--- src/hdl/rc4_stream_cipher_unit_macros.svh ---
// Assertion macros shared by the RC4 engine modules.
`ifndef RC4_STREAM_CIPHER_UNIT_MACROS_SVH
`define RC4_STREAM_CIPHER_UNIT_MACROS_SVH

`ifndef SYNTHESIS

// Condition c must hold in the same cycle as condition a.
`define RC4_ASSERT_IMPLY(lbl, clk, rstn, a, c) \
  lbl: assert property (@(posedge clk) disable iff (!(rstn)) (a) |-> (c)) \
    else $error("rc4 check failed");

// Condition c must hold in the cycle after condition a.
`define RC4_ASSERT_NEXT(lbl, clk, rstn, a, c) \
  lbl: assert property (@(posedge clk) disable iff (!(rstn)) (a) |=> (c)) \
    else $error("rc4 check failed");

`else

`define RC4_ASSERT_IMPLY(lbl, clk, rstn, a, c)
`define RC4_ASSERT_NEXT(lbl, clk, rstn, a, c)

`endif

`endif

--- src/hdl/rc4_pkg.sv ---
// Shared types and constants of the RC4 engine.
`default_nettype none

package rc4_pkg;

  // Opcode of an input transaction.
  localparam logic OP_KEY  = 1'b0;
  localparam logic OP_DATA = 1'b1;

  // Last step index of the key schedule.
  localparam logic [7:0] SCHED_LAST = 8'd255;

  typedef logic [7:0] byte_t;

  // Sequencer states: keystream step and key schedule.
  typedef enum logic [3:0] {
    ST_IDLE,
    ST_D_J,
    ST_D_T,
    ST_D_WR,
    ST_K_CLR,
    ST_K_RD,
    ST_K_B,
    ST_K_C,
    ST_K_D
  } state_t;

  // Request to the permutation memory for one cycle.
  typedef struct packed {
    logic  clr;
    byte_t rd_addr;
    logic  wr_en;
    byte_t wr_addr;
    byte_t wr_data;
  } perm_req_t;

  // One result item.
  typedef struct packed {
    byte_t byte_out;
    logic  msg_last;
  } res_t;

endpackage

`default_nettype wire

--- src/hdl/rc4_key_mem.sv ---
// Key byte memory: one write port, one registered read port.
`default_nettype none

module rc4_key_mem #(
  parameter int DEPTH = 256,
  parameter int AW    = 8
) (
  input  wire logic            clk,
  input  wire logic            wr_en,
  input  wire logic [AW-1:0]   wr_addr,
  input  wire rc4_pkg::byte_t  wr_data,
  input  wire logic [AW-1:0]   rd_addr,
  output rc4_pkg::byte_t       rd_data
);

  rc4_pkg::byte_t mem [DEPTH];
  rc4_pkg::byte_t rd_data_r;

  // Write of an incoming key byte.
  always_ff @(posedge clk) begin
    if (wr_en) begin
      mem[wr_addr] <= wr_data;
    end
  end

  // Registered read for the key schedule.
  always_ff @(posedge clk) begin
    rd_data_r <= mem[rd_addr];
  end

  assign rd_data = rd_data_r;

endmodule

`default_nettype wire

--- config.mk ---
export PLATFORM = sky130hd
export DESIGN_NAME = rc4_key_mem
export DESIGN_NICKNAME = d
export VERILOG_FILES = /design/src/hdl/rc4_stream_cipher_unit_macros.svh /design/src/hdl/rc4_pkg.sv /design/src/hdl/rc4_key_mem.sv
export SDC_FILE = /design/constraint.sdc
export NUM_CORES = 2
export LEC_CHECK = 0
export CORE_MARGIN = 5
export CORE_UTILIZATION = 27
export CTS_BUF_LIST = sky130_fd_sc_hd__clkbuf_8
export DETAILED_ROUTE_END_ITERATION = 7
export DONT_BUFFER_PORTS = 1
export PLACE_DENSITY_LB_ADDON = 0.08
export SYNTH_ARGS = -nofsm -noshare
export SYNTH_HDL_FRONTEND = slang
export SYNTH_SLANG_ARGS = --single-unit
--- constraint.sdc ---
create_clock -name clk -period 2.1 [get_ports clk]
set_input_delay 0.105 -clock clk [delete_from_list [all_inputs] [get_ports clk]]
set_output_delay 0.105 -clock clk [all_outputs]
set_load 0.02 [all_outputs]
==> reports/results.ini <==
[global_route]
grt_overflow = 0
grt_pass1_vias = 42600
antenna_found_initial = 25
grt_start_max_net_pins = 579
track_usage_pct = 16.0
grt_pass1_wl_mm = 349

[sta]
report.final.slew_viol_count = 0
fin_setup_tns_ns = -0.816
setup_viol = 14
min_period_over_period_pct = 106
slew_headroom_pct = 2.11
worst_hold_slack_ns = -0.791
setup_ws_ns = -0.117
hold_violations = 2017
timing.fmax_mhz = 451
fin_crit_ns = 2.22
rsz0062_at_grt = yes
fin_skew_ns = 0.0746
tightestPinTransition_ns = 1.47

[setup_path]
startpoint_type = input port
cp.required_ns = 3.05
critPathKind = in -> reg
reg2reg_slack_ns = -0.08
worstPathMaxFanout = 446
cp-end-kind = flop
arrival_ns = 3.17

[logic_synthesis]
ys_async_sr_fraction_pct = 0
synth-edff-count = 2048
synth_area_per_cell_sq_um = 21.3
ys_types = 55
yosysWarnings = 0
synth_nets = 3759
ys_ff_latch = 2056
yosysSeqAreaShare_pct = 77.5
netlist_instances = 3733
synth_flop_cell = edfxtp_1
syn_area_sq_um = 79600

[detailed_routing]
drt-total-wl_mm = 255
drtAntennaViolNets = 0
first_iter_violations = 3377
dr.pass1.iters = 5
drc = 0
wl_per_cell_microns = 29.2
vias = 40600
vias_per_cell = 4.66

[power]
p_switching_w = 0.0196
p_int_w = 0.0653
ir_drop_v = 0.000454
power.share.clock_pct = 41.9
switching_share_pct = 23.1
leakagePower_nw = 30.7
combPwrFrac_pct = 4.5
pwr_density_cell_nw_per_um2 = 884
p_seq_share_pct = 53.6

[cts]
cts_tree = done
cts-root-buf = clkbuf_8
insertion_delay_ns = 1.04
clk_pin_slew_worst_paths_ns = 0.07
cts_sinks = 2056
cts_buffers = 375
clock_path_buffers = 4
h-tree-depth = 5

[floorplanning]
fp.dieW_microns = 553
initial_core_util_pct = 27.1
fp.coreArea_sq_um = 294000
die_h_microns = 553
pin_count = 34
die-area_sq_um = 306000
rows = 199

[placement]
io_buffers = 0
place_congestion = 0.723
placedInstanceArea_sq_um = 87700
dp_hpwl_mm = 136

[layout]
fin_area_sq_um = 95900
nNetsFinal = 4515
area_delta_synth_final_pct = 20.6
drive_gt1_share_pct = 33.9

[job]
cap_violations = 0

[run_status]
violations = hold timing, setup timing
status = finished with violations

[hold_path]
hold_class = in -> reg

[cells in the mapped netlist (2+ instances only)]
| cell | instances | area, sq um |
|---|---|---|
| edfxtp_1 | 2048 | 61500 |
| nand2b_1 | 8 | 50.1 |
| nand2_1 | 33 | 124 |
| a2111oi_0 | 2 | 17.5 |
| clkbuf_1 | 111 | 417 |
| buf_8 | 13 | 195 |
| nor4_2 | 3 | 37.5 |
| mux4_1 | 2 | 52.6 |
| nor4_1 | 24 | 150 |
| nor2_1 | 282 | 1060 |
| a22oi_1 | 133 | 998 |
| o32ai_1 | 4 | 35.0 |
| nand3_1 | 34 | 170 |
| or2_2 | 4 | 25.0 |
| mux2i_1 | 134 | 1340 |
| a2111oi_1 | 2 | 20.0 |
| o21ai_0 | 10 | 50.1 |
| buf_4 | 27 | 203 |
| dfxtp_1 | 8 | 160 |
| and2_1 | 6 | 37.5 |
| nor2b_1 | 31 | 194 |
| a221oi_1 | 13 | 114 |
| and3b_1 | 2 | 17.5 |
| o21ai_1 | 2 | 10.0 |
| o211ai_1 | 10 | 75.1 |
| nand3b_1 | 2 | 15.0 |
| buf_2 | 31 | 155 |
| nand4_1 | 10 | 62.6 |
| a21oi_1 | 96 | 480 |
| o22a_1 | 5 | 43.8 |
| a31oi_1 | 2 | 12.5 |
| a22o_1 | 8 | 70.1 |
| a211oi_1 | 16 | 120 |
| mux4_2 | 454 | 10200 |
| o221ai_1 | 46 | 403 |
| buf_6 | 21 | 236 |
| a311oi_1 | 2 | 17.5 |
| buf_12 | 8 | 160 |
| nor3_1 | 22 | 110 |
| o22ai_1 | 28 | 175 |
| buf_1 | 22 | 82.6 |
[routing by layer]
metal	part of all wire, %	vias up	wire, microns	global-route usage [%]
met1	46	21800	117000	22.8
met3	4.8	361	12200	2.68
met5	0	-	0	0
met4	2.1	0	5240	3.56
li1	-	17300	-	-
met2	47	1032	120000	25.8
[sequential cells by signal, summed over array words and instances (netlist names)]
| name | count |
|---|---|
| rd_data | 8 |
| mem | 2048 |
[placed cells by master, fill, tap and decap left out, types with 8 or more instances in the layout]
cell	instances
edfxtp_1	2048
buf_4	539
mux4_2	455
clkbuf_8	385
nor2_1	275
mux2i_1	133
a22oi_1	120
inv_1	118
a21oi_1	90
clkinv_1	87
o221ai_1	45
clkinv_2	41
nand2_1	32
o22ai_1	27
dlygate4sd3_1	25
nor2b_1	24
nand3_1	23
buf_12	22
diode_2	13
a22oi_2	13
a211oi_1	12
nor4_4	11
nor3_1	11
nor4_2	11
nand3_2	11
inv_8	11
nand4_1	10
o211ai_1	10
bufinv_16	9
dfxtp_1	8
[power by group through the flow]
| stage | Combinational, W | Sequential [W] | Clock, W |
|---|---|---|---|
| floorplan | 0.00220 | 0.0462 | 0 |
| global placement | 0.00313 | 0.0463 | 0 |
| detailed placement | 0.00311 | 0.0463 | 0 |
| CTS | 0.00339 | 0.0454 | 0.0370 |
| global route | 0.00407 | 0.0454 | 0.0390 |
| finish | 0.00385 | 0.0454 | 0.0356 |
[layout make-up]
class	count	area, sq um
repair buffers	612	5240
fillers	28100	198000
clock inverters	280	1530
multi-input cells	1442	17300
clock buffers	385	5300
diodes	13	32.5
flip-flops and latches	2056	61700
inverters	2	7.51
well taps	3919	4900
[stage by stage]
step	power [W]	cells	utilization, %	setup slack, ns	hold slack [ns]
floorplan	0.0484	3733	-	0.0571	0.204
CTS	0.0858	8684	32.5	-0.210	-0.895
finish	0.0849	8709	32.7	-0.117	-0.791
global route	0.0885	8702	32.7	-0.212	-0.917
global placement	0.0494	7995	29.9	-1.19	0.258
detailed placement	0.0494	7995	29.9	-1.11	0.265
[critical path, cell delays in order]
cell and delay (ns):
or3b_2 0.92, buf_12 0.17, buf_4 0.15, o221ai_1 0.20
a21oi_1 0.07, buf_4 0.14, a21oi_1 0.23, nor4_4 0.10
buf_4 0.16, nor4_2 0.21
[cell families after synthesis]
group | Yosys count | share of synthesized area (%)
flops | 2056 | 77.5
mux | 591 | 14.6
simple gates | 466 | 2.63
buf+inv | 235 | 1.83
compound gates | 385 | 3.42
[worst paths after layout]
check | start | to | cells after the start
max reg2reg | mem[139][2]$_DFFE_PP_ | rd_data[2]$_DFF_P_ | 8
min | wr_data[3] | mem[236][3]$_DFFE_PP_ | 0
min reg2reg | mem[12][6]$_DFFE_PP_ | rd_data[6]$_DFF_P_ | 6
max | rd_addr[1] | rd_data[6]$_DFF_P_ | 10
[what timing repair did]
| item | in CTS | in global routing |
|---|---|---|
| setup endpoints to repair | 8 | 128 |
| hold buffers | 34 | 2 |
| gates cloned | 0 | 7 |
| pin swaps | 30 | 30 |
| hold endpoints to repair | 4085 | 2061 |
| gates resized for setup | 82 | 53 |
| setup buffers | 0 | 0 |
(Power assumes the default switching activity.)
