==> config.mk <==
export PLATFORM = sky130hd
export DESIGN_NAME = rc4_ctrl
export DESIGN_NICKNAME = d
export VERILOG_FILES = /design/src/hdl/rc4_pkg.sv /design/src/hdl/rc4_ctrl.sv
export VERILOG_INCLUDE_DIRS = /design/src /design/src/hdl
export SDC_FILE = /design/constraint.sdc
export NUM_CORES = 1
export LEC_CHECK = 0
export ABC_CLOCK_PERIOD_IN_PS = 6500
export BUFFER_PORTS_ARGS = -buffer_cell sky130_fd_sc_hd__buf_2
export CAP_MARGIN = 20
export CORE_MARGIN = 4
export CORE_UTILIZATION = 50
export DETAILED_ROUTE_END_ITERATION = 10
export PLACE_DENSITY = 0.78
export SYNTH_ARGS = -nofsm -noshare
export SYNTH_HDL_FRONTEND = slang
export SYNTH_SLANG_ARGS = --single-unit
==> constraint.sdc <==
create_clock -name clk -period 6.5 [get_ports clk]
set_clock_uncertainty 0.2 [all_clocks]
set_input_delay 0.65 -clock clk [delete_from_list [all_inputs] [get_ports clk]]
set_output_delay 0.65 -clock clk [all_outputs]
set_load 0.05 [all_outputs]
==> src/hdl/rc4_stream_cipher_unit_macros.svh <==
// Assertion macros shared by the RC4 engine modules.
`ifndef RC4_STREAM_CIPHER_UNIT_MACROS_SVH
`define RC4_STREAM_CIPHER_UNIT_MACROS_SVH

`ifndef SYNTHESIS

// Condition c must hold in the same cycle as condition a.
`define RC4_ASSERT_IMPLY(lbl, clk, rstn, a, c) \
  lbl: assert property (@(posedge clk) disable iff (!(rstn)) (a) |-> (c)) \
    else $error("rc4 check failed");

// Condition c must hold in the cycle after condition a.
`define RC4_ASSERT_NEXT(lbl, clk, rstn, a, c) \
  lbl: assert property (@(posedge clk) disable iff (!(rstn)) (a) |=> (c)) \
    else $error("rc4 check failed");

`else

`define RC4_ASSERT_IMPLY(lbl, clk, rstn, a, c)
`define RC4_ASSERT_NEXT(lbl, clk, rstn, a, c)

`endif

`endif

==> src/hdl/rc4_pkg.sv <==
// Shared types and constants of the RC4 engine.
`default_nettype none

package rc4_pkg;

  // Opcode of an input transaction.
  localparam logic OP_KEY  = 1'b0;
  localparam logic OP_DATA = 1'b1;

  // Last step index of the key schedule.
  localparam logic [7:0] SCHED_LAST = 8'd255;

  typedef logic [7:0] byte_t;

  // Sequencer states: keystream step and key schedule.
  typedef enum logic [3:0] {
    ST_IDLE,
    ST_D_J,
    ST_D_T,
    ST_D_WR,
    ST_K_CLR,
    ST_K_RD,
    ST_K_B,
    ST_K_C,
    ST_K_D
  } state_t;

  // Request to the permutation memory for one cycle.
  typedef struct packed {
    logic  clr;
    byte_t rd_addr;
    logic  wr_en;
    byte_t wr_addr;
    byte_t wr_data;
  } perm_req_t;

  // One result item.
  typedef struct packed {
    byte_t byte_out;
    logic  msg_last;
  } res_t;

endpackage

`default_nettype wire

==> src/hdl/rc4_ctrl.sv <==
// Sequencer of the RC4 engine: key loading, key schedule and keystream steps.
`default_nettype none
`include "rc4_stream_cipher_unit_macros.svh"

module rc4_ctrl #(
  parameter int KEY_MAX = 256,
  parameter int KA_W    = 8,
  parameter int KC_W    = 9
) (
  input  wire logic                clk,
  input  wire logic                rst_n,
  // Input transaction.
  input  wire logic                in_valid,
  output logic                     in_ready,
  input  wire logic                in_opcode,
  input  wire rc4_pkg::byte_t      in_byte,
  input  wire logic                in_last,
  // Result slot.
  input  wire logic                out_free,
  output logic                     res_valid,
  output rc4_pkg::res_t            res,
  // Permutation memory.
  output rc4_pkg::perm_req_t       perm_req,
  input  wire rc4_pkg::byte_t      perm_rd,
  // Key memory.
  output logic                     key_wr_en,
  output logic [KA_W-1:0]          key_wr_addr,
  output logic [KA_W-1:0]          key_rd_addr,
  input  wire rc4_pkg::byte_t      key_rd
);

  localparam int PW = KC_W + 1;

  rc4_pkg::state_t state_r, state_nxt;
  rc4_pkg::byte_t  i_r, i_nxt;
  rc4_pkg::byte_t  j_r, j_nxt;
  logic [KC_W-1:0] key_count_r, key_count_nxt;
  rc4_pkg::byte_t  si_r, si_nxt;
  rc4_pkg::byte_t  t_r, t_nxt;
  rc4_pkg::byte_t  byte_r, byte_nxt;
  logic            last_r, last_nxt;
  rc4_pkg::byte_t  k_r, k_nxt;
  rc4_pkg::byte_t  acc_r, acc_nxt;
  rc4_pkg::byte_t  sk_r, sk_nxt;
  logic [KA_W-1:0] pos_r, pos_nxt;
  logic [KC_W-1:0] len_r, len_nxt;

  logic            key_end;
  logic            pos_wrap;
  logic            sched_busy;
  rc4_pkg::byte_t  ks;

  // The key ends on a flagged byte or when the key memory is full.
  assign key_end  = in_last || (key_count_r == KC_W'(KEY_MAX - 1));
  assign pos_wrap = (PW'(pos_r) + PW'(1)) >= PW'(len_r);
  assign sched_busy = (state_r == rc4_pkg::ST_K_CLR) || (state_r == rc4_pkg::ST_K_RD) ||
                      (state_r == rc4_pkg::ST_K_B) || (state_r == rc4_pkg::ST_K_C) ||
                      (state_r == rc4_pkg::ST_K_D);

  // Keystream byte: the swapped entry at j holds the old value at i.
  assign ks = (t_r == j_r) ? si_r : perm_rd;

  assign res.byte_out = byte_r ^ ks;
  assign res.msg_last = last_r;
  assign key_wr_addr  = key_count_r[KA_W-1:0];

  // Control registers.
  always_ff @(posedge clk) begin
    if (!rst_n) begin
      state_r     <= rc4_pkg::ST_IDLE;
      i_r         <= '0;
      j_r         <= '0;
      key_count_r <= '0;
    end else begin
      state_r     <= state_nxt;
      i_r         <= i_nxt;
      j_r         <= j_nxt;
      key_count_r <= key_count_nxt;
    end
  end

  // Working registers of the current step.
  always_ff @(posedge clk) begin
    si_r   <= si_nxt;
    t_r    <= t_nxt;
    byte_r <= byte_nxt;
    last_r <= last_nxt;
    k_r    <= k_nxt;
    acc_r  <= acc_nxt;
    sk_r   <= sk_nxt;
    pos_r  <= pos_nxt;
    len_r  <= len_nxt;
  end

  // Next state and memory requests.
  always_comb begin
    state_nxt     = state_r;
    i_nxt         = i_r;
    j_nxt         = j_r;
    key_count_nxt = key_count_r;
    si_nxt        = si_r;
    t_nxt         = t_r;
    byte_nxt      = byte_r;
    last_nxt      = last_r;
    k_nxt         = k_r;
    acc_nxt       = acc_r;
    sk_nxt        = sk_r;
    pos_nxt       = pos_r;
    len_nxt       = len_r;
    in_ready      = 1'b0;
    res_valid     = 1'b0;
    key_wr_en     = 1'b0;
    key_rd_addr   = pos_r;
    perm_req         = '0;
    perm_req.rd_addr = i_r + 8'd1;

    case (state_r)
      rc4_pkg::ST_IDLE: begin
        in_ready = 1'b1;
      end
      // S[i] is back: advance j and read S[j].
      rc4_pkg::ST_D_J: begin
        si_nxt           = perm_rd;
        j_nxt            = j_r + perm_rd;
        perm_req.rd_addr = j_r + perm_rd;
        state_nxt        = rc4_pkg::ST_D_T;
      end
      // S[j] is back: write it to S[i] and read S[S[i] + S[j]].
      rc4_pkg::ST_D_T: begin
        perm_req.wr_en   = 1'b1;
        perm_req.wr_addr = i_r;
        perm_req.wr_data = perm_rd;
        t_nxt            = si_r + perm_rd;
        perm_req.rd_addr = si_r + perm_rd;
        state_nxt        = rc4_pkg::ST_D_WR;
      end
      // Finish the swap and hand over the result once the slot is free.
      rc4_pkg::ST_D_WR: begin
        perm_req.wr_en   = 1'b1;
        perm_req.wr_addr = j_r;
        perm_req.wr_data = si_r;
        if (out_free) begin
          res_valid = 1'b1;
          in_ready  = 1'b1;
          state_nxt = rc4_pkg::ST_IDLE;
        end else begin
          perm_req.rd_addr = t_r;
        end
      end
      // Return the permutation to identity.
      rc4_pkg::ST_K_CLR: begin
        perm_req.clr = 1'b1;
        state_nxt    = rc4_pkg::ST_K_RD;
      end
      rc4_pkg::ST_K_RD: begin
        perm_req.rd_addr = 8'd0;
        key_rd_addr      = '0;
        k_nxt            = 8'd0;
        acc_nxt          = 8'd0;
        pos_nxt          = '0;
        state_nxt        = rc4_pkg::ST_K_B;
      end
      // S[k] and the key byte are back: update the accumulator, read S[acc].
      rc4_pkg::ST_K_B: begin
        sk_nxt           = perm_rd;
        acc_nxt          = acc_r + perm_rd + key_rd;
        perm_req.rd_addr = acc_r + perm_rd + key_rd;
        state_nxt        = rc4_pkg::ST_K_C;
      end
      rc4_pkg::ST_K_C: begin
        perm_req.wr_en   = 1'b1;
        perm_req.wr_addr = k_r;
        perm_req.wr_data = perm_rd;
        state_nxt        = rc4_pkg::ST_K_D;
      end
      // Finish the swap and start reading the next step, or return to idle after the last step.
      rc4_pkg::ST_K_D: begin
        perm_req.wr_en   = 1'b1;
        perm_req.wr_addr = acc_r;
        perm_req.wr_data = sk_r;
        if (k_r == rc4_pkg::SCHED_LAST) begin
          i_nxt     = 8'd0;
          j_nxt     = 8'd0;
          state_nxt = rc4_pkg::ST_IDLE;
        end else begin
          k_nxt            = k_r + 8'd1;
          pos_nxt          = pos_wrap ? '0 : pos_r + KA_W'(1);
          perm_req.rd_addr = k_r + 8'd1;
          key_rd_addr      = pos_wrap ? '0 : pos_r + KA_W'(1);
          state_nxt        = rc4_pkg::ST_K_B;
        end
      end
      default: begin
        state_nxt = rc4_pkg::ST_IDLE;
      end
    endcase

    // Accepted transaction: start a keystream step or store a key byte.
    if (in_ready && in_valid) begin
      if (in_opcode == rc4_pkg::OP_DATA) begin
        i_nxt     = i_r + 8'd1;
        byte_nxt  = in_byte;
        last_nxt  = in_last;
        state_nxt = rc4_pkg::ST_D_J;
      end else begin
        key_wr_en = 1'b1;
        if (key_end) begin
          len_nxt       = key_count_r + KC_W'(1);
          key_count_nxt = '0;
          state_nxt     = rc4_pkg::ST_K_CLR;
        end else begin
          key_count_nxt = key_count_r + KC_W'(1);
        end
      end
    end
  end

  // No transaction is taken while the key schedule runs.
  `RC4_ASSERT_IMPLY(a_sched_blocks_input, clk, rst_n, sched_busy, !in_ready)
  // A result is only issued into a free output slot.
  `RC4_ASSERT_IMPLY(a_result_has_slot, clk, rst_n, res_valid, out_free && (state_r == rc4_pkg::ST_D_WR))
  // A key byte that ends the key starts the schedule.
  `RC4_ASSERT_NEXT(a_key_end_starts_sched, clk, rst_n, in_valid && in_ready && (in_opcode == rc4_pkg::OP_KEY) && key_end, (state_r == rc4_pkg::ST_K_CLR) && (key_count_r == '0))
  // The key count never reaches the key memory depth.
  `RC4_ASSERT_IMPLY(a_key_count_range, clk, rst_n, 1'b1, key_count_r <= KC_W'(KEY_MAX - 1))
  // A data transaction is always followed by the read of S[j].
  `RC4_ASSERT_NEXT(a_data_step_order, clk, rst_n, in_valid && in_ready && (in_opcode == rc4_pkg::OP_DATA), state_r == rc4_pkg::ST_D_J)

endmodule

`default_nettype wire

==> results.toml <==
[outcome]
status = "completed"

[clocking]
holdBufCountCts = 0
clkSinkCount = 95
numCtsBuffers = 9
cts.path.max_buffers = 2
cts_root_buffer = "clkbuf_16"
htreeDepth = 3
cts_setup_buffers = 0
clk-insertion-delay-late_ns = 0.36
clkTransAtPathRegs_ns = 0.07
cts_tree = "done"
postCtsResizedCells = 0

[sta]
fmax_mhz = 225.6
min_period_over_period = 0.6820
tightest_slew_ns = 1.012
tns_ns = 0
setup_violations = 0
maxSlewViolCount = 0
rsz0062_at_grt = "no"
hold_viol_final = 0
slew_headroom = 0.3228
fin_crit_ns = 4.433

[synth]
yosysSeqAreaShare = 0.4068
synthFlopType = "edfxtp_1"
syn-num-nets = 697
netlist_instances = 623
yosysWarnings = 0
ys_ff_latch = 95
avgSynthCellArea_um2 = 9.795
yosysUniqueCellTypes = 68
synthArstFlopShare = 0
synth-edff-count = 58
netlist_area_um2 = 6102

[final_layout]
n_fill_cell = 970
multiInputGateArea_um2 = 3324
finalNonFillerCells = 846
fin_util = 0.5817
regArea_um2 = 2482
drive_gt1_frac = 0.1803
fin_nets = 768
diodes = 0
area_delta_synth_final_pct = 14.02

[setup_path]
rrSetupSlack_ns = 3.28
crit_arrival_ns = 3.58
path_class = "register to output port"
startpoint_type = "register"
cp_max_fo = 12
cp.required_ns = 5.65
end_kind = "output port"

[route]
wl_per_cell_um = 19.79
drcViolationCount = 0
via_per_inst = 6.191
vias = 5238
drt-initial-drc-count = 596
first_pass_iters = 7
routed_wl_um = 16750
antenna_left = 0

[global_route]
grt_overflow = 0
grt_max_degree = 29
grt_pass1_wl_um = 26900
grt_util_met2 = 0.3676
met1_usage = 0.3312
grt.busiest_layer = "met2"
met3_usage = 0.03971
track_usage = 0.2388
grt_pass1_vias = 5038
antenna_found_initial = 0

[placed_design]
hpwl_um = 12380
gp_congestion = 0.9092
io_buffer_count = 83
post-place-cells = 830

[pwr]
ir_drop_v = 0.0001768
p_leak_nw = 2.960
power.density_nw_per_um2 = 299.6

[floorplan]
die_w_um = 118.5
dieArea_um2 = 14040
core_um2 = 11960
num_rows = 40
ios = 84
initial_core_util = 0.5101
die_h_um = 118.5

[worst_hold_path]
hold_path.class = "primary input to register"

[job]
drv_cap = 0
state kept, by name, indices dropped and copies added (netlist names):
| register | flops |
|---|---|
| key_count_r | 9 |
| len_r | 9 |
| acc_r | 8 |
| byte_r | 8 |
| i_r | 8 |
| j_r | 8 |
| k_r | 8 |
| pos_r | 8 |
| si_r | 8 |
| sk_r | 8 |
| t_r | 8 |
| state_r | 4 |
| last_r | 1 |
power by group:
group          total, mW  internal (mW)  switching (mW)
Clock              0.650          0.412           0.237
Combinational      0.686          0.209           0.477
Sequential         0.749          0.696          0.0534
Total               2.08           1.32           0.768
through the flow:
| step | hold slack [ns] | instance area [um^2] | setup WS (ns) | power [mW] |
|---|---|---|---|---|
| after CTS | 0.2605 | 6958 | 2.035 | 2.079 |
| after detailed placement | 0.2945 | 6598 | 2.266 | 1.433 |
| after global placement | 0.2797 | 6598 | 2.371 | 1.414 |
| after floorplan | 0.2670 | 6102 | 2.366 | 1.248 |
| final | 0.2678 | 6958 | 2.067 | 2.085 |
| after global routing | 0.2567 | 6958 | 1.687 | 2.164 |
final timing paths:
kind / start / to / cells after the start
setup / recovery: pos_r[2] / key_rd_addr[5] / 12
hold / removal: in_byte[3] / byte_r[3] / 1
setup reg to reg: pos_r[2] / pos_r[5] / 11
hold reg to reg: key_count_r[1] / key_count_r[1] / 2
area by class of cell:
cell class              count  share of cell area
clock buffers               9             0.03237
repair buffers             87             0.06402
multi-input cells         458              0.4778
flip-flops and latches     95              0.3568
well taps                 147             0.02643
inverters                  43             0.02320
clock inverters             7             0.01942
per-layer routing:
layer  up-vias  part of all wire
li1       2413                 -
met1      2500              0.42
met2       283              0.46
met3        42             0.089
met4         0             0.031
met5         -                 0
cell usage in the layout, fill, tap and decap left out, drive strengths merged, types with 7 or more instances in the layout:
master	count
dfxtp	37
nor3	11
a222oi	8
and2	7
a211oi	11
a21o	7
fa	10
mux2i	10
xor2	15
ha	34
nand4	7
a22oi	18
xnor2	39
nand2	56
and3	9
nor2b	11
a21oi	22
nand2b	8
clkbuf	9
inv	42
o21ai	25
edfxtp	58
buf	87
a21boi	19
nand3	29
nor2	39
o211ai	7
cells by family (layout without fill, tap and decap cells):
logic type | Yosys count | count (layout) | share of synthesized area
compound gates | 146 | 146 | 0.1716
buf+inv | 70 | 146 | 0.05023
xor+xnor | 54 | 54 | 0.07751
flops | 95 | 95 | 0.4068
fa+ha+maj | 44 | 44 | 0.1025
mux | 11 | 11 | 0.01825
simple gates | 203 | 203 | 0.1731
cell usage after synthesis (7+ instances only):
library cell,count,area [um^2]
a22oi_1,18,135.1
nor2_1,38,142.6
a21boi_0,19,142.6
edfxtp_1,58,1742
fa_1,10,200.2
and3_1,9,56.30
nor3_1,9,45.04
o21ai_0,24,120.1
nand2_1,54,202.7
xnor2_1,39,341.6
ha_1,34,425.4
buf_4,10,75.07
nand2b_1,8,50.05
nand3_1,28,140.1
clkbuf_1,12,45.04
dfxtp_1,37,740.7
mux2i_1,10,100.1
nor2b_1,11,68.82
a211oi_1,10,75.07
inv_1,41,153.9
and2_1,7,43.79
a222oi_1,8,80.08
a21o_1,7,52.55
o211ai_1,7,52.55
xor2_1,15,131.4
a21oi_1,18,90.09
critical path: stages, from the launching register on:
cell	delay, ns
dfxtp_1	0.42
nand3_1	0.19
nor2_1	0.29
nand3_1	0.14
xnor2_1	0.24
ha_1	0.29
and4_1	0.21
a211oi_2	0.21
o211ai_1	0.16
a21oi_2	0.47
a21oi_1	0.13
o21ai_0	0.20
buf_2	0.30
(Power assumes the default switching activity.)
